--- config.mk ---
export PLATFORM = sky130hd
export DESIGN_NAME = smart_battery_gauge_registers
export DESIGN_NICKNAME = d
export VERILOG_FILES = /design/src/sv/sbg_pkg.sv /design/src/sv/sbg_front.sv /design/src/sv/sbg_div.sv /design/src/sv/sbg_exec.sv /design/src/sv/smart_battery_gauge_registers.sv
export SDC_FILE = /design/constraint.sdc
export NUM_CORES = 2
export LEC_CHECK = 0
export BUFFER_PORTS_ARGS = -buffer_cell sky130_fd_sc_hd__buf_2
export CAP_MARGIN = 15
export CELL_PAD_IN_SITES_DETAIL_PLACEMENT = 1
export CELL_PAD_IN_SITES_GLOBAL_PLACEMENT = 2
export CORE_ASPECT_RATIO = 1.25
export CORE_MARGIN = 5
export CORE_UTILIZATION = 25
export DETAILED_ROUTE_END_ITERATION = 6
export MAX_ROUTING_LAYER = met4
export PLACE_DENSITY = 0.52
export SYNTH_ARGS = -nofsm -noshare
export SYNTH_HDL_FRONTEND = slang
export SYNTH_HIERARCHICAL = 1
export SYNTH_SLANG_ARGS = --single-unit
--- constraint.sdc ---
create_clock -name clk -period 16.81 [get_ports clk]
set_input_delay 0.8405 -clock clk [delete_from_list [all_inputs] [get_ports clk]]
set_output_delay 0.8405 -clock clk [all_outputs]
set_load 0.005 [all_outputs]
--- src/sv/sbg_pkg.sv ---
// Shared types, command codes and status-flag positions for the smart-battery
// register block. No dependencies; all but sbg_div refer to it by scoped names.
package sbg_pkg;

    // Operation codes of an input beat
    localparam logic [1:0] OP_UPDATE = 2'd0;
    localparam logic [1:0] OP_WRITE  = 2'd1;
    localparam logic [1:0] OP_READ   = 2'd2;
    localparam logic [1:0] OP_NONE   = 2'd3;

    // Configuration register indexes
    localparam logic [2:0] CFG_DESIGN_CAP  = 3'd0;
    localparam logic [2:0] CFG_V_FULL      = 3'd1;
    localparam logic [2:0] CFG_V_EMPTY     = 3'd2;
    localparam logic [2:0] CFG_MAX_IMB     = 3'd3;
    localparam logic [2:0] CFG_MAX_CELL    = 3'd4;
    localparam logic [2:0] CFG_RECHG_PCT   = 3'd5;
    localparam logic [2:0] CFG_CHG_CURRENT = 3'd6;
    localparam logic [2:0] CFG_CHG_VOLTAGE = 3'd7;

    // Command codes
    localparam logic [7:0] CMD_MFG_ACCESS   = 8'h00;
    localparam logic [7:0] CMD_CAP_ALARM    = 8'h01;
    localparam logic [7:0] CMD_TIME_ALARM   = 8'h02;
    localparam logic [7:0] CMD_MODE         = 8'h03;
    localparam logic [7:0] CMD_AT_RATE      = 8'h04;
    localparam logic [7:0] CMD_AR_TTF       = 8'h05;
    localparam logic [7:0] CMD_AR_TTE       = 8'h06;
    localparam logic [7:0] CMD_AR_OK        = 8'h07;
    localparam logic [7:0] CMD_TEMPERATURE  = 8'h08;
    localparam logic [7:0] CMD_VOLTAGE      = 8'h09;
    localparam logic [7:0] CMD_CURRENT      = 8'h0a;
    localparam logic [7:0] CMD_AVG_CURRENT  = 8'h0b;
    localparam logic [7:0] CMD_MAX_ERROR    = 8'h0c;
    localparam logic [7:0] CMD_REL_SOC      = 8'h0d;
    localparam logic [7:0] CMD_ABS_SOC      = 8'h0e;
    localparam logic [7:0] CMD_REM_CAP      = 8'h0f;
    localparam logic [7:0] CMD_FULL_CAP     = 8'h10;
    localparam logic [7:0] CMD_RUN_TTE      = 8'h11;
    localparam logic [7:0] CMD_AVG_TTE      = 8'h12;
    localparam logic [7:0] CMD_AVG_TTF      = 8'h13;
    localparam logic [7:0] CMD_CHG_CURRENT  = 8'h14;
    localparam logic [7:0] CMD_CHG_VOLTAGE  = 8'h15;
    localparam logic [7:0] CMD_STATUS       = 8'h16;
    localparam logic [7:0] CMD_CYCLE_COUNT  = 8'h17;
    localparam logic [7:0] CMD_DESIGN_CAP   = 8'h18;
    localparam logic [7:0] CMD_DESIGN_VOLT  = 8'h19;
    localparam logic [7:0] CMD_SPEC_INFO    = 8'h1a;
    localparam logic [7:0] CMD_MFG_DATE     = 8'h1b;
    localparam logic [7:0] CMD_SERIAL       = 8'h1c;
    localparam logic [7:0] CMD_OPT_A        = 8'h23;
    localparam logic [7:0] CMD_OPT_B        = 8'h2f;
    localparam logic [7:0] CMD_OPT_C        = 8'h3c;
    localparam logic [7:0] CMD_CELL3        = 8'h3d;
    localparam logic [7:0] CMD_CELL2        = 8'h3e;
    localparam logic [7:0] CMD_CELL1        = 8'h3f;

    // Fixed answers
    localparam logic [15:0] VAL_AR_OK      = 16'd1;
    localparam logic [15:0] VAL_TEMP       = 16'd3031;
    localparam logic [15:0] VAL_MAX_ERROR  = 16'd2;
    localparam logic [15:0] VAL_CYCLES     = 16'd9;
    localparam logic [15:0] VAL_DES_VOLT   = 16'd10800;
    localparam logic [15:0] VAL_SPEC_INFO  = 16'h0031;
    localparam logic [15:0] VAL_MFG_DATE   = 16'd20883;
    localparam logic [15:0] VAL_SERIAL     = 16'hBEAF;
    localparam logic [15:0] VAL_SAT        = 16'hFFFF;

    // Status flag bit positions
    localparam int FLAG_OCA  = 15;
    localparam int FLAG_TCA  = 14;
    localparam int FLAG_TDA  = 11;
    localparam int FLAG_RCA  = 9;
    localparam int FLAG_RTA  = 8;
    localparam int FLAG_DSG  = 6;
    localparam int FLAG_FC   = 5;
    localparam int FLAG_FD   = 4;
    localparam logic [15:0] STATUS_RESET = 16'h0080;

    // Queue between front and back
    localparam int QDEPTH = 2;
    localparam int QPTR_W = $clog2(QDEPTH);

    typedef struct packed {
        logic [1:0]  op;
        logic [7:0]  command;
        logic [15:0] write_word;
        logic [15:0] voltage_mv;
        logic signed [15:0] current_ma;
        logic signed [15:0] average_current_ma;
        logic [15:0] cell_one_mv;
        logic [15:0] cell_two_mv;
        logic [15:0] cell_three_mv;
    } sbg_in_t;

    typedef struct packed {
        logic [15:0] read_data;
        logic        one_byte;
        logic        unsupported;
    } sbg_out_t;

    typedef struct packed {
        logic [15:0] design_capacity_mah;
        logic [15:0] voltage_full_mv;
        logic [15:0] voltage_empty_mv;
        logic [15:0] max_imbalance_mv;
        logic [15:0] max_cell_mv;
        logic [6:0]  recharge_threshold_pct;
        logic [15:0] charge_current_ma;
        logic [15:0] charge_voltage_mv;
    } sbg_cfg_t;

    typedef enum logic [2:0] {
        ST_IDLE,
        ST_CAP,
        ST_CAP_W,
        ST_REL,
        ST_REL_W,
        ST_TIME,
        ST_TIME_W,
        ST_DONE
    } sbg_state_t;

endpackage

--- src/sv/sbg_front.sv ---
// Front end: takes input beats, drops ignored operations and queues the rest.
// Depends on sbg_pkg.
module sbg_front (
    input  logic            clk,
    input  logic            rst_n,
    input  logic            in_valid,
    output logic            in_stall,
    input  sbg_pkg::sbg_in_t in_data,
    output logic            head_valid,
    output sbg_pkg::sbg_in_t head,
    input  logic            pop
);

    sbg_pkg::sbg_in_t              q_mem [sbg_pkg::QDEPTH];
    logic [sbg_pkg::QPTR_W-1:0]    wr_ptr_reg, rd_ptr_reg;
    logic [sbg_pkg::QPTR_W:0]      count_reg, count_next;
    logic                          push;

    // full queue holds the input side
    assign in_stall   = (count_reg == (sbg_pkg::QPTR_W+1)'(sbg_pkg::QDEPTH));
    assign push       = in_valid && !in_stall && (in_data.op != sbg_pkg::OP_NONE);
    assign head_valid = (count_reg != '0);
    assign head       = q_mem[rd_ptr_reg];

    always_comb
    begin
        count_next = count_reg;
        if (push && !pop)
        begin
            count_next = count_reg + 1'b1;
        end
        else if (!push && pop)
        begin
            count_next = count_reg - 1'b1;
        end
    end

    // pointers and count
    always_ff @(posedge clk or negedge rst_n)
    begin
        if (!rst_n)
        begin
            wr_ptr_reg <= '0;
            rd_ptr_reg <= '0;
            count_reg  <= '0;
        end
        else
        begin
            count_reg <= count_next;
            if (push)
            begin
                wr_ptr_reg <= wr_ptr_reg + 1'b1;
            end
            if (pop)
            begin
                rd_ptr_reg <= rd_ptr_reg + 1'b1;
            end
        end
    end

    // queue storage
    always_ff @(posedge clk)
    begin
        if (push)
        begin
            q_mem[wr_ptr_reg] <= in_data;
        end
    end

    a_no_pop_empty: assert property (@(posedge clk) disable iff (!rst_n)
        pop |-> head_valid) else $error("pop from empty queue");
    a_count_range: assert property (@(posedge clk) disable iff (!rst_n)
        count_reg <= (sbg_pkg::QPTR_W+1)'(sbg_pkg::QDEPTH)) else $error("queue overflow");
    a_count_step: assert property (@(posedge clk) disable iff (!rst_n)
        (push && !pop) |=> (count_reg == $past(count_reg) + 1'b1))
        else $error("count did not follow push");

endmodule

--- src/sv/sbg_div.sv ---
// Shared serial divider, one quotient bit per cycle, 32-bit dividend, 16-bit divisor.
// Depends on nothing but its ports.
module sbg_div (
    input  logic        clk,
    input  logic        rst_n,
    input  logic        start,
    input  logic [31:0] dividend,
    input  logic [15:0] divisor,
    output logic        busy,
    output logic        done,
    output logic [31:0] quotient
);

    logic [31:0] q_reg;
    logic [15:0] rem_reg, div_reg;
    logic [4:0]  cnt_reg;
    logic        busy_reg, done_reg;
    logic [16:0] trial;
    logic        ge;

    assign trial    = {rem_reg, q_reg[31]};
    assign ge       = (trial >= {1'b0, div_reg});
    assign busy     = busy_reg;
    assign done     = done_reg;
    assign quotient = q_reg;

    // restoring division step
    always_ff @(posedge clk or negedge rst_n)
    begin
        if (!rst_n)
        begin
            busy_reg <= 1'b0;
            done_reg <= 1'b0;
            cnt_reg  <= '0;
        end
        else
        begin
            done_reg <= busy_reg && (cnt_reg == 5'd31);
            if (start)
            begin
                busy_reg <= 1'b1;
                cnt_reg  <= '0;
            end
            else if (busy_reg)
            begin
                cnt_reg <= cnt_reg + 1'b1;
                if (cnt_reg == 5'd31)
                begin
                    busy_reg <= 1'b0;
                end
            end
        end
    end

    always_ff @(posedge clk)
    begin
        if (start)
        begin
            q_reg   <= dividend;
            rem_reg <= '0;
            div_reg <= divisor;
        end
        else if (busy_reg)
        begin
            rem_reg <= ge ? 16'(trial - {1'b0, div_reg}) : trial[15:0];
            q_reg   <= {q_reg[30:0], ge};
        end
    end

endmodule

--- src/sv/sbg_exec.sv ---
// Back end: register state, read sequencing through the shared divider, result register.
// Depends on sbg_pkg and sbg_div.
module sbg_exec (
    input  logic             clk,
    input  logic             rst_n,
    input  sbg_pkg::sbg_cfg_t cfg,
    input  logic             head_valid,
    input  sbg_pkg::sbg_in_t head,
    output logic             pop,
    output logic             out_valid,
    input  logic             out_stall,
    output sbg_pkg::sbg_out_t out_data
);

    sbg_pkg::sbg_state_t state_reg, state_next;
    logic [7:0]  cmd_reg, cmd_next;
    logic [15:0] cap_reg, cap_next;
    logic [6:0]  rel_reg, rel_next;
    logic [15:0] time_reg, time_next;
    logic [15:0] status_reg, status_next;
    logic        was_full_reg, was_full_next;
    logic [15:0] volt_reg, cur_reg, avg_reg;
    logic [15:0] cell_reg [3];
    logic [15:0] mfg_reg, cap_alarm_reg, time_alarm_reg, mode_reg, at_rate_reg;
    logic        out_valid_reg, out_valid_next;
    sbg_pkg::sbg_out_t out_data_reg, out_data_next;

    logic        div_start, div_busy, div_done;
    logic [31:0] div_dividend, div_quotient;
    logic [15:0] div_divisor;

    logic        interp, need_cap, need_rel, time_go;
    logic [15:0] time_num, time_rate, dc_less_cap;
    logic        can_load, cur_neg, cur_pos, over, fc_new;
    logic [15:0] flags;
    logic [1:0]  ce_status, ce_plain;
    logic        upd_write, upd_meas;

    sbg_div u_div (
        .clk      (clk),
        .rst_n    (rst_n),
        .start    (div_start),
        .dividend (div_dividend),
        .divisor  (div_divisor),
        .busy     (div_busy),
        .done     (div_done),
        .quotient (div_quotient)
    );

    function automatic logic [15:0] mag16(input logic [15:0] v);
        mag16 = v[15] ? 16'(-v) : v;
    endfunction

    function automatic logic [15:0] adiff(input logic [15:0] a, input logic [15:0] b);
        adiff = (a > b) ? 16'(a - b) : 16'(b - a);
    endfunction

    // charge permission with full-charge hysteresis: returns {ok, was_full}
    function automatic logic [1:0] charge_eval(
        input logic        wf_in,
        input logic        fc,
        input logic [6:0]  rel,
        input logic [6:0]  thr,
        input logic [15:0] c1,
        input logic [15:0] c2,
        input logic [15:0] c3,
        input logic [15:0] imb,
        input logic [15:0] cmax
    );
        logic above;
        above = (rel > thr);
        if ((wf_in || fc) && above)
        begin
            charge_eval = 2'b01;
        end
        else if (adiff(c1, c2) > imb || adiff(c2, c3) > imb || adiff(c3, c1) > imb)
        begin
            charge_eval = {1'b0, above};
        end
        else if (c1 > cmax || c2 > cmax || c3 > cmax)
        begin
            charge_eval = {1'b0, above};
        end
        else
        begin
            charge_eval = 2'b10;
        end
    endfunction

    assign interp      = (volt_reg > cfg.voltage_empty_mv) && (volt_reg < cfg.voltage_full_mv);
    assign need_cap    = cmd_reg inside {sbg_pkg::CMD_AR_TTF, sbg_pkg::CMD_AR_TTE,
                         sbg_pkg::CMD_REL_SOC, sbg_pkg::CMD_ABS_SOC, sbg_pkg::CMD_REM_CAP,
                         sbg_pkg::CMD_RUN_TTE, sbg_pkg::CMD_AVG_TTE, sbg_pkg::CMD_AVG_TTF,
                         sbg_pkg::CMD_CHG_CURRENT, sbg_pkg::CMD_CHG_VOLTAGE,
                         sbg_pkg::CMD_STATUS};
    assign need_rel    = cmd_reg inside {sbg_pkg::CMD_REL_SOC, sbg_pkg::CMD_ABS_SOC,
                         sbg_pkg::CMD_CHG_CURRENT, sbg_pkg::CMD_CHG_VOLTAGE,
                         sbg_pkg::CMD_STATUS};
    assign dc_less_cap = 16'(cfg.design_capacity_mah - cap_reg);
    assign can_load    = !out_valid_reg || !out_stall;
    assign upd_meas    = (state_reg == sbg_pkg::ST_IDLE) && head_valid
                         && (head.op == sbg_pkg::OP_UPDATE);
    assign upd_write   = (state_reg == sbg_pkg::ST_IDLE) && head_valid
                         && (head.op == sbg_pkg::OP_WRITE);

    // time-field operand selection
    always_comb
    begin
        time_go   = 1'b0;
        time_num  = cap_reg;
        time_rate = mag16(avg_reg);
        case (cmd_reg)
            sbg_pkg::CMD_AR_TTF:
            begin
                time_go   = !at_rate_reg[15] && (at_rate_reg != '0);
                time_num  = dc_less_cap;
                time_rate = mag16(at_rate_reg);
            end
            sbg_pkg::CMD_AR_TTE:
            begin
                time_go   = at_rate_reg[15];
                time_rate = mag16(at_rate_reg);
            end
            sbg_pkg::CMD_RUN_TTE:
            begin
                time_go   = cur_reg[15];
                time_rate = mag16(cur_reg);
            end
            sbg_pkg::CMD_AVG_TTE:
            begin
                time_go   = avg_reg[15];
            end
            sbg_pkg::CMD_AVG_TTF:
            begin
                time_go   = !avg_reg[15] && (avg_reg != '0);
                time_num  = dc_less_cap;
            end
            default:
            begin
                time_go   = 1'b0;
            end
        endcase
    end

    // status word as a status read leaves it
    assign cur_neg = cur_reg[15];
    assign cur_pos = !cur_reg[15] && (cur_reg != '0);
    assign over    = cur_pos && (volt_reg > cfg.voltage_full_mv);
    assign fc_new  = !cur_neg && (rel_reg >= 7'd100);
    always_comb
    begin
        flags = status_reg;
        flags[sbg_pkg::FLAG_DSG] = !cur_pos;
        flags[sbg_pkg::FLAG_RCA] = (cap_alarm_reg != '0) && (cap_reg < cap_alarm_reg);
        flags[sbg_pkg::FLAG_RTA] = (time_alarm_reg != '0) && (cap_reg < cap_alarm_reg);
        flags[sbg_pkg::FLAG_FD]  = (19'(cap_reg) * 19'd5) < 19'(cfg.design_capacity_mah);
        flags[sbg_pkg::FLAG_TDA] = cur_neg && (cap_reg == '0);
        flags[sbg_pkg::FLAG_FC]  = fc_new;
        flags[sbg_pkg::FLAG_OCA] = over;
        flags[sbg_pkg::FLAG_TCA] = over || !ce_status[1];
    end

    assign ce_status = charge_eval(was_full_reg, fc_new, rel_reg,
                                   cfg.recharge_threshold_pct, cell_reg[0], cell_reg[1],
                                   cell_reg[2], cfg.max_imbalance_mv, cfg.max_cell_mv);
    assign ce_plain  = charge_eval(was_full_reg, status_reg[sbg_pkg::FLAG_FC], rel_reg,
                                   cfg.recharge_threshold_pct, cell_reg[0], cell_reg[1],
                                   cell_reg[2], cfg.max_imbalance_mv, cfg.max_cell_mv);

    // read sequencer
    always_comb
    begin
        state_next     = state_reg;
        cmd_next       = cmd_reg;
        cap_next       = cap_reg;
        rel_next       = rel_reg;
        time_next      = time_reg;
        status_next    = status_reg;
        was_full_next  = was_full_reg;
        out_valid_next = out_valid_reg && out_stall;
        out_data_next  = out_data_reg;
        pop            = 1'b0;
        div_start      = 1'b0;
        div_dividend   = 32'(16'(volt_reg - cfg.voltage_empty_mv)) * 32'(cfg.design_capacity_mah);
        div_divisor    = 16'(cfg.voltage_full_mv - cfg.voltage_empty_mv);
        case (state_reg)
            sbg_pkg::ST_IDLE:
            begin
                if (head_valid)
                begin
                    pop = 1'b1;
                    if (head.op == sbg_pkg::OP_READ)
                    begin
                        cmd_next   = head.command;
                        state_next = sbg_pkg::ST_CAP;
                    end
                end
            end
            sbg_pkg::ST_CAP:
            begin
                if (need_cap && interp)
                begin
                    div_start  = 1'b1;
                    state_next = sbg_pkg::ST_CAP_W;
                end
                else
                begin
                    cap_next   = (volt_reg >= cfg.voltage_full_mv) ? cfg.design_capacity_mah
                                                                    : '0;
                    state_next = sbg_pkg::ST_REL;
                end
            end
            sbg_pkg::ST_CAP_W:
            begin
                if (div_done)
                begin
                    cap_next   = div_quotient[15:0];
                    state_next = sbg_pkg::ST_REL;
                end
            end
            sbg_pkg::ST_REL:
            begin
                div_dividend = 32'(cap_reg) * 32'd100;
                div_divisor  = cfg.design_capacity_mah;
                if (need_rel && (cfg.design_capacity_mah != '0))
                begin
                    div_start  = 1'b1;
                    state_next = sbg_pkg::ST_REL_W;
                end
                else
                begin
                    rel_next   = '0;
                    state_next = sbg_pkg::ST_TIME;
                end
            end
            sbg_pkg::ST_REL_W:
            begin
                if (div_done)
                begin
                    rel_next   = (div_quotient > 32'd100) ? 7'd100 : div_quotient[6:0];
                    state_next = sbg_pkg::ST_TIME;
                end
            end
            sbg_pkg::ST_TIME:
            begin
                div_dividend = 32'(time_num) * 32'd60;
                div_divisor  = time_rate;
                if (time_go && (time_rate != '0))
                begin
                    div_start  = 1'b1;
                    state_next = sbg_pkg::ST_TIME_W;
                end
                else
                begin
                    time_next  = sbg_pkg::VAL_SAT;
                    state_next = sbg_pkg::ST_DONE;
                end
            end
            sbg_pkg::ST_TIME_W:
            begin
                if (div_done)
                begin
                    time_next  = (div_quotient[31:16] != '0) ? sbg_pkg::VAL_SAT
                                                              : div_quotient[15:0];
                    state_next = sbg_pkg::ST_DONE;
                end
            end
            sbg_pkg::ST_DONE:
            begin
                if (can_load)
                begin
                    out_valid_next            = 1'b1;
                    out_data_next.read_data   = '0;
                    out_data_next.one_byte    = 1'b0;
                    out_data_next.unsupported = 1'b0;
                    state_next                = sbg_pkg::ST_IDLE;
                    case (cmd_reg)
                        sbg_pkg::CMD_MFG_ACCESS:  out_data_next.read_data = mfg_reg;
                        sbg_pkg::CMD_CAP_ALARM:   out_data_next.read_data = cap_alarm_reg;
                        sbg_pkg::CMD_TIME_ALARM:  out_data_next.read_data = time_alarm_reg;
                        sbg_pkg::CMD_MODE:        out_data_next.read_data = mode_reg;
                        sbg_pkg::CMD_AT_RATE:     out_data_next.read_data = at_rate_reg;
                        sbg_pkg::CMD_AR_TTF, sbg_pkg::CMD_AR_TTE, sbg_pkg::CMD_RUN_TTE,
                        sbg_pkg::CMD_AVG_TTE, sbg_pkg::CMD_AVG_TTF:
                            out_data_next.read_data = time_reg;
                        sbg_pkg::CMD_AR_OK:       out_data_next.read_data = sbg_pkg::VAL_AR_OK;
                        sbg_pkg::CMD_TEMPERATURE: out_data_next.read_data = sbg_pkg::VAL_TEMP;
                        sbg_pkg::CMD_VOLTAGE:     out_data_next.read_data = volt_reg;
                        sbg_pkg::CMD_CURRENT:     out_data_next.read_data = cur_reg;
                        sbg_pkg::CMD_AVG_CURRENT: out_data_next.read_data = avg_reg;
                        sbg_pkg::CMD_MAX_ERROR:
                        begin
                            out_data_next.read_data = sbg_pkg::VAL_MAX_ERROR;
                            out_data_next.one_byte  = 1'b1;
                        end
                        sbg_pkg::CMD_REL_SOC:
                        begin
                            out_data_next.read_data = 16'(rel_reg);
                            out_data_next.one_byte  = 1'b1;
                        end
                        sbg_pkg::CMD_ABS_SOC:
                        begin
                            out_data_next.read_data = 16'(rel_reg) + 16'd3;
                            out_data_next.one_byte  = 1'b1;
                        end
                        sbg_pkg::CMD_REM_CAP:     out_data_next.read_data = cap_reg;
                        sbg_pkg::CMD_FULL_CAP, sbg_pkg::CMD_DESIGN_CAP:
                            out_data_next.read_data = cfg.design_capacity_mah;
                        sbg_pkg::CMD_CHG_CURRENT:
                        begin
                            out_data_next.read_data = ce_plain[1] ? cfg.charge_current_ma : '0;
                            was_full_next           = ce_plain[0];
                        end
                        sbg_pkg::CMD_CHG_VOLTAGE:
                        begin
                            out_data_next.read_data = ce_plain[1] ? cfg.charge_voltage_mv : '0;
                            was_full_next           = ce_plain[0];
                        end
                        sbg_pkg::CMD_STATUS:
                        begin
                            out_data_next.read_data = flags;
                            status_next             = flags;
                            if (!over)
                            begin
                                was_full_next = ce_status[0];
                            end
                        end
                        sbg_pkg::CMD_CYCLE_COUNT: out_data_next.read_data = sbg_pkg::VAL_CYCLES;
                        sbg_pkg::CMD_DESIGN_VOLT: out_data_next.read_data = sbg_pkg::VAL_DES_VOLT;
                        sbg_pkg::CMD_SPEC_INFO:   out_data_next.read_data = sbg_pkg::VAL_SPEC_INFO;
                        sbg_pkg::CMD_MFG_DATE:    out_data_next.read_data = sbg_pkg::VAL_MFG_DATE;
                        sbg_pkg::CMD_SERIAL:      out_data_next.read_data = sbg_pkg::VAL_SERIAL;
                        sbg_pkg::CMD_OPT_A, sbg_pkg::CMD_OPT_B, sbg_pkg::CMD_OPT_C:
                            out_data_next.read_data = '0;
                        sbg_pkg::CMD_CELL3:       out_data_next.read_data = cell_reg[2];
                        sbg_pkg::CMD_CELL2:       out_data_next.read_data = cell_reg[1];
                        sbg_pkg::CMD_CELL1:       out_data_next.read_data = cell_reg[0];
                        default:                  out_data_next.unsupported = 1'b1;
                    endcase
                end
            end
            default:
            begin
                state_next = sbg_pkg::ST_IDLE;
            end
        endcase
    end

    // control and read state
    always_ff @(posedge clk or negedge rst_n)
    begin
        if (!rst_n)
        begin
            state_reg     <= sbg_pkg::ST_IDLE;
            status_reg    <= sbg_pkg::STATUS_RESET;
            was_full_reg  <= 1'b1;
            out_valid_reg <= 1'b0;
        end
        else
        begin
            state_reg     <= state_next;
            status_reg    <= status_next;
            was_full_reg  <= was_full_next;
            out_valid_reg <= out_valid_next;
        end
    end

    // measurement and host-writable registers
    always_ff @(posedge clk or negedge rst_n)
    begin
        if (!rst_n)
        begin
            volt_reg       <= '0;
            cur_reg        <= '0;
            avg_reg        <= '0;
            cell_reg[0]    <= '0;
            cell_reg[1]    <= '0;
            cell_reg[2]    <= '0;
            mfg_reg        <= '0;
            cap_alarm_reg  <= 16'd250;
            time_alarm_reg <= 16'd10;
            mode_reg       <= 16'd1;
            at_rate_reg    <= '0;
        end
        else
        begin
            if (upd_meas)
            begin
                volt_reg    <= head.voltage_mv;
                cur_reg     <= head.current_ma;
                avg_reg     <= head.average_current_ma;
                cell_reg[0] <= head.cell_one_mv;
                cell_reg[1] <= head.cell_two_mv;
                cell_reg[2] <= head.cell_three_mv;
            end
            if (upd_write)
            begin
                case (head.command)
                    sbg_pkg::CMD_MFG_ACCESS: mfg_reg        <= head.write_word;
                    sbg_pkg::CMD_CAP_ALARM:  cap_alarm_reg  <= head.write_word;
                    sbg_pkg::CMD_TIME_ALARM: time_alarm_reg <= head.write_word;
                    sbg_pkg::CMD_MODE:       mode_reg       <= head.write_word;
                    sbg_pkg::CMD_AT_RATE:    at_rate_reg    <= head.write_word;
                    default:                 ;
                endcase
            end
        end
    end

    // working values of a read
    always_ff @(posedge clk)
    begin
        cmd_reg      <= cmd_next;
        cap_reg      <= cap_next;
        rel_reg      <= rel_next;
        time_reg     <= time_next;
        out_data_reg <= out_data_next;
    end

    assign out_valid = out_valid_reg;
    assign out_data  = out_data_reg;

    a_start_idle_div: assert property (@(posedge clk) disable iff (!rst_n)
        div_start |-> !div_busy) else $error("divider restarted while busy");
    a_wait_has_div: assert property (@(posedge clk) disable iff (!rst_n)
        (state_reg == sbg_pkg::ST_REL_W || state_reg == sbg_pkg::ST_CAP_W
         || state_reg == sbg_pkg::ST_TIME_W) |-> (div_busy || div_done))
        else $error("waiting on an idle divider");
    a_no_pop_busy: assert property (@(posedge clk) disable iff (!rst_n)
        pop |-> (state_reg == sbg_pkg::ST_IDLE)) else $error("pop mid read");
    a_rel_range: assert property (@(posedge clk) disable iff (!rst_n)
        (state_reg == sbg_pkg::ST_DONE) |-> (rel_reg <= 7'd100))
        else $error("percentage out of range");

endmodule

--- src/sv/smart_battery_gauge_registers.sv ---
// Smart-battery register slave for a three-cell pack. The back end applies measurement
// updates and host word writes from idle; a host read runs each division it needs
// (capacity interpolation, then either the percentage or a time field, never both) on
// the single shared bit-serial divider. A two-beat queue sits between input and back
// end, and a result register lets the next item be taken while an answer waits. Op
// code 3 is dropped on entry.
module smart_battery_gauge_registers (
    input  logic              clk,
    input  logic              rst_n,
    input  logic              in_valid,
    output logic              in_stall,
    input  sbg_pkg::sbg_in_t  in_data,
    output logic              out_valid,
    input  logic              out_stall,
    output sbg_pkg::sbg_out_t out_data,
    input  logic              cfg_we,
    input  logic [2:0]        cfg_index,
    input  logic [15:0]       cfg_data
);

    sbg_pkg::sbg_cfg_t cfg_reg;
    sbg_pkg::sbg_in_t  head;
    logic              head_valid, pop;

    // configuration registers
    always_ff @(posedge clk or negedge rst_n)
    begin
        if (!rst_n)
        begin
            cfg_reg.design_capacity_mah    <= 16'd2500;
            cfg_reg.voltage_full_mv        <= 16'd12600;
            cfg_reg.voltage_empty_mv       <= 16'd9300;
            cfg_reg.max_imbalance_mv       <= 16'd200;
            cfg_reg.max_cell_mv            <= 16'd4200;
            cfg_reg.recharge_threshold_pct <= 7'd80;
            cfg_reg.charge_current_ma      <= 16'd357;
            cfg_reg.charge_voltage_mv      <= 16'd12600;
        end
        else if (cfg_we)
        begin
            case (cfg_index)
                sbg_pkg::CFG_DESIGN_CAP:  cfg_reg.design_capacity_mah    <= cfg_data;
                sbg_pkg::CFG_V_FULL:      cfg_reg.voltage_full_mv        <= cfg_data;
                sbg_pkg::CFG_V_EMPTY:     cfg_reg.voltage_empty_mv       <= cfg_data;
                sbg_pkg::CFG_MAX_IMB:     cfg_reg.max_imbalance_mv       <= cfg_data;
                sbg_pkg::CFG_MAX_CELL:    cfg_reg.max_cell_mv            <= cfg_data;
                sbg_pkg::CFG_RECHG_PCT:   cfg_reg.recharge_threshold_pct <= cfg_data[6:0];
                sbg_pkg::CFG_CHG_CURRENT: cfg_reg.charge_current_ma      <= cfg_data;
                sbg_pkg::CFG_CHG_VOLTAGE: cfg_reg.charge_voltage_mv      <= cfg_data;
                default:                  ;
            endcase
        end
    end

    sbg_front u_front (
        .clk        (clk),
        .rst_n      (rst_n),
        .in_valid   (in_valid),
        .in_stall   (in_stall),
        .in_data    (in_data),
        .head_valid (head_valid),
        .head       (head),
        .pop        (pop)
    );

    sbg_exec u_exec (
        .clk        (clk),
        .rst_n      (rst_n),
        .cfg        (cfg_reg),
        .head_valid (head_valid),
        .head       (head),
        .pop        (pop),
        .out_valid  (out_valid),
        .out_stall  (out_stall),
        .out_data   (out_data)
    );

endmodule
# ---- Word-level counts from Yosys, hierarchy flattened
# Memory sizes are Yosys's and may differ from the RTL's.
# Index checks and enable logic that the tools add are counted.
dict set report totals {
  ff_bits 442
  ram_bits 244
  output_inout_bits 20
  wordCells 305
  n_memories 1
}
dict set report classes {
  add_sub_neg 19
  multipliers 4
  magnitude_cmp 19
  eq_ne 67
  n_mux 64
  n_reduce_logical 92
}
# memory depth width rd rd_clocked_by_memory_dff write_ports line_no
set mem_list {}
lappend mem_list {u_front.q_mem 2 122 1 0 1 sbg_front.sv:14} ;# sbg_pkg::sbg_in_t q_mem [sbg_pkg::QDEPTH];
# cell count
set ops {}
lappend ops {{$pmux W16 S27} 1}
lappend ops {{$mux W16} 16}
lappend ops {{$gt A16 B16 Y1} 11}
lappend ops {{$sub A16 B16 Y16} 10}
lappend ops {{$pmux W16 S2} 4}
lappend ops {{$reduce_bool A16 Y1} 8}
lappend ops {{$eq A8 B5 Y1 const B} 13}
lappend ops {{$eq A8 B4 Y1 const B} 8}
lappend ops {{$mux W32} 2}
lappend ops {{$pmux W32 S2} 1}
lappend ops {{$eq A8 B6 Y1 const B} 6}
lappend ops {{$neg A16 Y16} 3}
lappend ops {{$eq A8 B3 Y1 const B} 5}
lappend ops {{$reduce_or A35 Y1} 1}
lappend ops {{$eq A8 B2 Y1 const B} 4}
lappend ops {{$gt A32 B7 Y1 const B} 1}
lappend ops {{$lt A16 B16 Y1} 2}
lappend ops {{$mul A16 B16 Y32} 1}
lappend ops {{$reduce_and A2 Y1} 14}
lappend ops {{$eq A3 B3 Y1 const B} 8}
lappend ops {{$pmux W3 S8} 1}
lappend ops {{$logic_and A1 B1 Y1} 23}
lappend ops {{$mul A16 B5 Y21 const B} 1}
lappend ops {{$mux W7} 3}
lappend ops {{43 further kinds} 118}

# ---- Longest topological paths before layout
dict set report depth {
  depth_word 10
  mapped_depth 34
  ltp_nobuf 34
}

# ---- By module
# Netlist, hierarchy kept.
# mod instances cells_per_inst area_each_um2 seq_area_each_um2
set by_module_without_submodules {}
lappend by_module_without_submodules {sbg_exec 1 4170 36298.6 6518.8}
lappend by_module_without_submodules {sbg_front 1 400 9296.4 7427.1}
lappend by_module_without_submodules {smart_battery_gauge_registers 1 260 4619.4 3022.9}
lappend by_module_without_submodules {sbg_div 1 320 3758.6 1936.9}

# ---- Worst setup path after synthesis
# Ideal clock, no wire load.
dict set report synth_timing {
  kind {register to register}
  startpoint {register cfg_reg[73] (netlist name)}
  endpoint {register u_exec.u_div.q_reg[30], in the netlist u_exec/u_div/quotient[30] (data pin)}
  setup_time_ns 0.260
  arrival_time_ns 8.184
  slack_ns 8.366
  stages_incl_launch_ff 32
  n_path_buf 1
  period_less_slack_ns 8.444
  cell_sequence {dfstp_2 -> inv_1 -> ha_1 -> nor2b_1 -> o21a_1 -> o21ai_0 -> a21oi_1 -> or2_2 -> a311oi_1 -> nor2_1 -> xor2_1 -> clkbuf_1 -> nand2_1 -> fa_1 -> fa_1 -> fa_1 -> inv_1 -> fa_1 -> fa_1 -> inv_1 -> fa_1 -> inv_1 -> ha_1 -> and3_1 -> nand3_1 -> o32ai_1 -> a31oi_1 -> o21a_1 -> o41ai_1 -> xnor2_1 -> nor2_1 -> mux2_2}
}
dict set report synth_via {
  elab_cells_between_ends 9
  cone_classes {1 x add/sub; 1 x mul; 1 x order compare; 4 x mux; 2 x reduce/logical}
}
# element line_no
set synth_rtl {}
lappend synth_rtl {{start, declared} smart_battery_gauge_registers.sv:21} ;# sbg_pkg::sbg_cfg_t cfg_reg;
lappend synth_rtl {{$sub A16 B16 Y16} sbg_exec.sv:184} ;# div_dividend = 32'(16'(volt_reg - cfg.voltage_empty_mv)) * 32'(cfg.design_capacity_mah);
lappend synth_rtl {{$mul A16 B16 Y32} sbg_exec.sv:184}
lappend synth_rtl {{$pmux W32 S2} sbg_exec.sv:186} ;# case (state_reg)
lappend synth_rtl {{net u_exec.div_dividend[30]} sbg_exec.sv:29} ;# logic [31:0] div_dividend, div_quotient;
lappend synth_rtl {{$mux W32} sbg_div.sv:57} ;# if (start)
lappend synth_rtl {{end signal, assigned} sbg_div.sv:59} ;# q_reg <= dividend;
lappend synth_rtl {{end signal, assigned} sbg_div.sv:66} ;# q_reg <= {q_reg[30:0], ge};
lappend synth_rtl {{end, declared} sbg_div.sv:14} ;# logic [31:0] q_reg;
# The timed path passes the listed nets, and every way through them passes these cells.
# A chain may end at the register's enable or synchronous reset.

# ---- Worst setup path after layout
dict set report layout_timing {
  startpoint {register cfg_reg[72] (netlist name)}
  endpoint {register u_exec.u_div.q_reg[30], in the netlist u_exec/u_div/quotient[30] (data pin)}
}
# The elaborated chain is that of the path after synthesis.

==> impl_metrics.py <==
metrics = {
    "setup_path": {
        "start_kind": "flip-flop",
        "cp_slowest_cell": "a2111oi_2",
        "cp-end-kind": "flip-flop",
        "crit_type": "flip-flop to flip-flop",
        "worstPathRequired_ns": 17.26,
        "reg2reg_depth": 30,
        "critical_path_cell_count": 30,
        "crit_path_max_fanout": 12,
        "crit_buf_inv": 5,
        "cpPeakStageDelay_ns": 0.67,
        "cp_top_family": "compound AO/OA/AOI/OAI gates",
        "cp.arrival_ns": 9.90,
        "path_common_cell": "fa_1",
    },
    "routing": {
        "finalWirelength_mm": 225.4,
        "drt-pass1-iter-count": 7,
        "drt-vias-per-instance": 4.913,
        "drt_iter0_markers": 2240,
        "ant_nets": 0,
        "drc_errors": 0,
        "wl_per_cell_um": 27.34,
        "dr_total_vias": 40510,
    },
    "clock_network": {
        "cts_root_buffer": "clkbuf_16",
        "ctsLongestPathBuffers": 3,
        "numClockSinks": 685,
        "path_clk_slew_ns": 0.06,
        "postCtsSetupRepairBufs": 0,
        "cts_tree": "built",
        "hold_buffers": 0,
        "cts_made_buffers": 83,
        "htreeDepth": 3,
        "post_cts_resized": 0,
        "worstSkewPairLatency_ns": 0.71,
    },
    "sta": {
        "setup_viol": 0,
        "max_freq_mhz": 105.8,
        "rsz0062_at_grt": "no",
        "skew_ns": 0.03517,
        "finalCritPeriodShare_pct": 56.22,
        "finalSetupTns_ns": 0,
        "hold_viol": 0,
        "period_needed_ns": 9.450,
        "timing.slew.headroom_pct": 17.41,
        "slew_violations": 0,
        "worst_pin_slew_ns": 1.236,
        "whs_ns": 0.1315,
    },
    "global_routing": {
        "grt_util_all_layers_pct": 20.30,
        "grt_max_degree": 154,
        "overflow": 0,
        "first_global_vias": 43700,
        "antenna_found_initial": 15,
        "grt_pass1_wl_mm": 323.2,
    },
    "synth": {
        "ys.flop_type": "edfxtp_1",
        "ys_warn_count": 6,
        "synth_cells": 5150,
        "synth_area_um2": 53970,
        "synth_edf_count": 357,
        "syn_nets": 6070,
        "async_reset_ff_share_pct": 45.55,
        "yosysSeqAreaShare_pct": 35.03,
        "synth_cell_types": 106,
        "ys_ff_latch": 685,
        "syn_area_per_cell_um2": 10.48,
    },
    "flow_run": {
        "drv_cap": 0,
    },
    "final_layout": {
        "drive_above_1_share_pct": 17.84,
        "finalNonFillerCells": 8245,
        "largest_reg_flops": 244,
        "layout.filler_cells": 24160,
        "final_common_cell": "inv_1",
        "layout_common_cells": "inv_1, ha_1, nand2_1",
        "synthToLayoutAreaGrowth_pct": 13.40,
        "multi_input_area_um2": 32170,
        "regArea_um2": 18910,
        "fin_nets": 6207,
    },
    "status": {
        "status": "completed",
    },
    "placed_design": {
        "place_congestion": 0.8773,
        "post-dp-hpwl_mm": 179.0,
        "dp_cells": 8081,
        "port_buffers": 165,
    },
    "die": {
        "placementRows": 190,
        "start_util_pct": 25.14,
        "design.die.area_um2": 225300,
        "ios": 166,
        "die_w_um": 425.6,
        "coreArea_um2": 214700,
        "die_h_um": 529.5,
    },
    "worst_hold_path": {
        "min_path_type": "input port to asynchronous set/reset pin",
    },
}
## worst paths after layout
kind                                       from                        end  slack, ns
hold / removal                            rst_n               cfg_reg[115]       0.13
setup reg to reg                    cfg_reg[72]  u_exec/u_div/quotient[30]       7.36
hold reg to reg            u_front/count_reg[1]       u_front/count_reg[1]       0.48
min in group clk                    in_data[99]       u_front/q_mem[1][99]       0.33
setup / recovery                    cfg_reg[72]  u_exec/u_div/quotient[30]       7.36
max in group asynchronous                 rst_n         u_front/rd_ptr_reg      14.23
## layout make-up
cell class                 count  share of cell area, %
clock buffer                 109                  3.686
antenna                        7                0.02862
sequential                   685                  30.89
clock inverter                47                 0.8974
tap                         2880                  5.887
timing repair buffer         278                  2.768
multi-input combinational   3705                  52.56
inverter                     534                  3.275
## logic make-up after synthesis
family	synth area share, %
AOI/OAI and AO/OA	12.84
xor gates and xnor gates	3.164
adders and majority gates	21.35
buffers and inverters	5.622
DFF	35.03
muxes	10.45
and+or+nand+nor	11.55
## synthesized netlist by cell type, types with 21 or more instances
library cell,instances,share of area [%]
buf_2,28,0.26
inv_1,534,3.7
ha_1,529,12
or3_1,21,0.24
nand2b_1,60,0.70
o31ai_1,26,0.36
mux2_4,80,2.2
o21ai_0,233,2.2
o211ai_1,21,0.29
nand4_1,66,0.77
a21oi_1,208,1.9
edfxtp_1,357,20
and3_1,24,0.28
mux2i_1,44,0.82
nand3_1,72,0.67
fa_1,245,9.1
a221oi_1,22,0.36
a21o_1,111,1.5
nor4_1,34,0.39
xnor2_1,109,1.8
nor2b_1,61,0.71
a211oi_1,43,0.60
dfrtp_1,266,12
and2_1,97,1.1
a31oi_1,27,0.31
clkbuf_1,166,1.2
nor3_1,81,0.75
o21a_1,46,0.64
a22o_1,39,0.63
mux2_2,337,7.0
dfstp_2,46,2.2
nand2_1,363,2.5
xor2_1,86,1.4
a22oi_1,55,0.77
nor2_1,237,1.6
## through the flow
stage	instance area, µm²	utilization, %	setup WS, ns
6_report	61210	28.51	7.360
5_1_grt	61200	28.51	6.759
4_1_cts	61180	28.50	7.373
3_5_place_dp	58380	27.19	7.394
3_3_place_gp	58380	27.19	7.483
2_1_floorplan	53970	-	8.366
## metal layers
layer  track usage, %  vias to the layer above  routed length, µm
met5                -                        -                  0
met4            6.420                        0               8345
met3            2.147                      249               6638
met1            24.68                    20890              96490
met2            35.32                      746             114000
li1                 -                    18620                  -
Power is not shown: default switching activity piles up to over one toggle a cycle in this logic, so the estimate is an artifact.
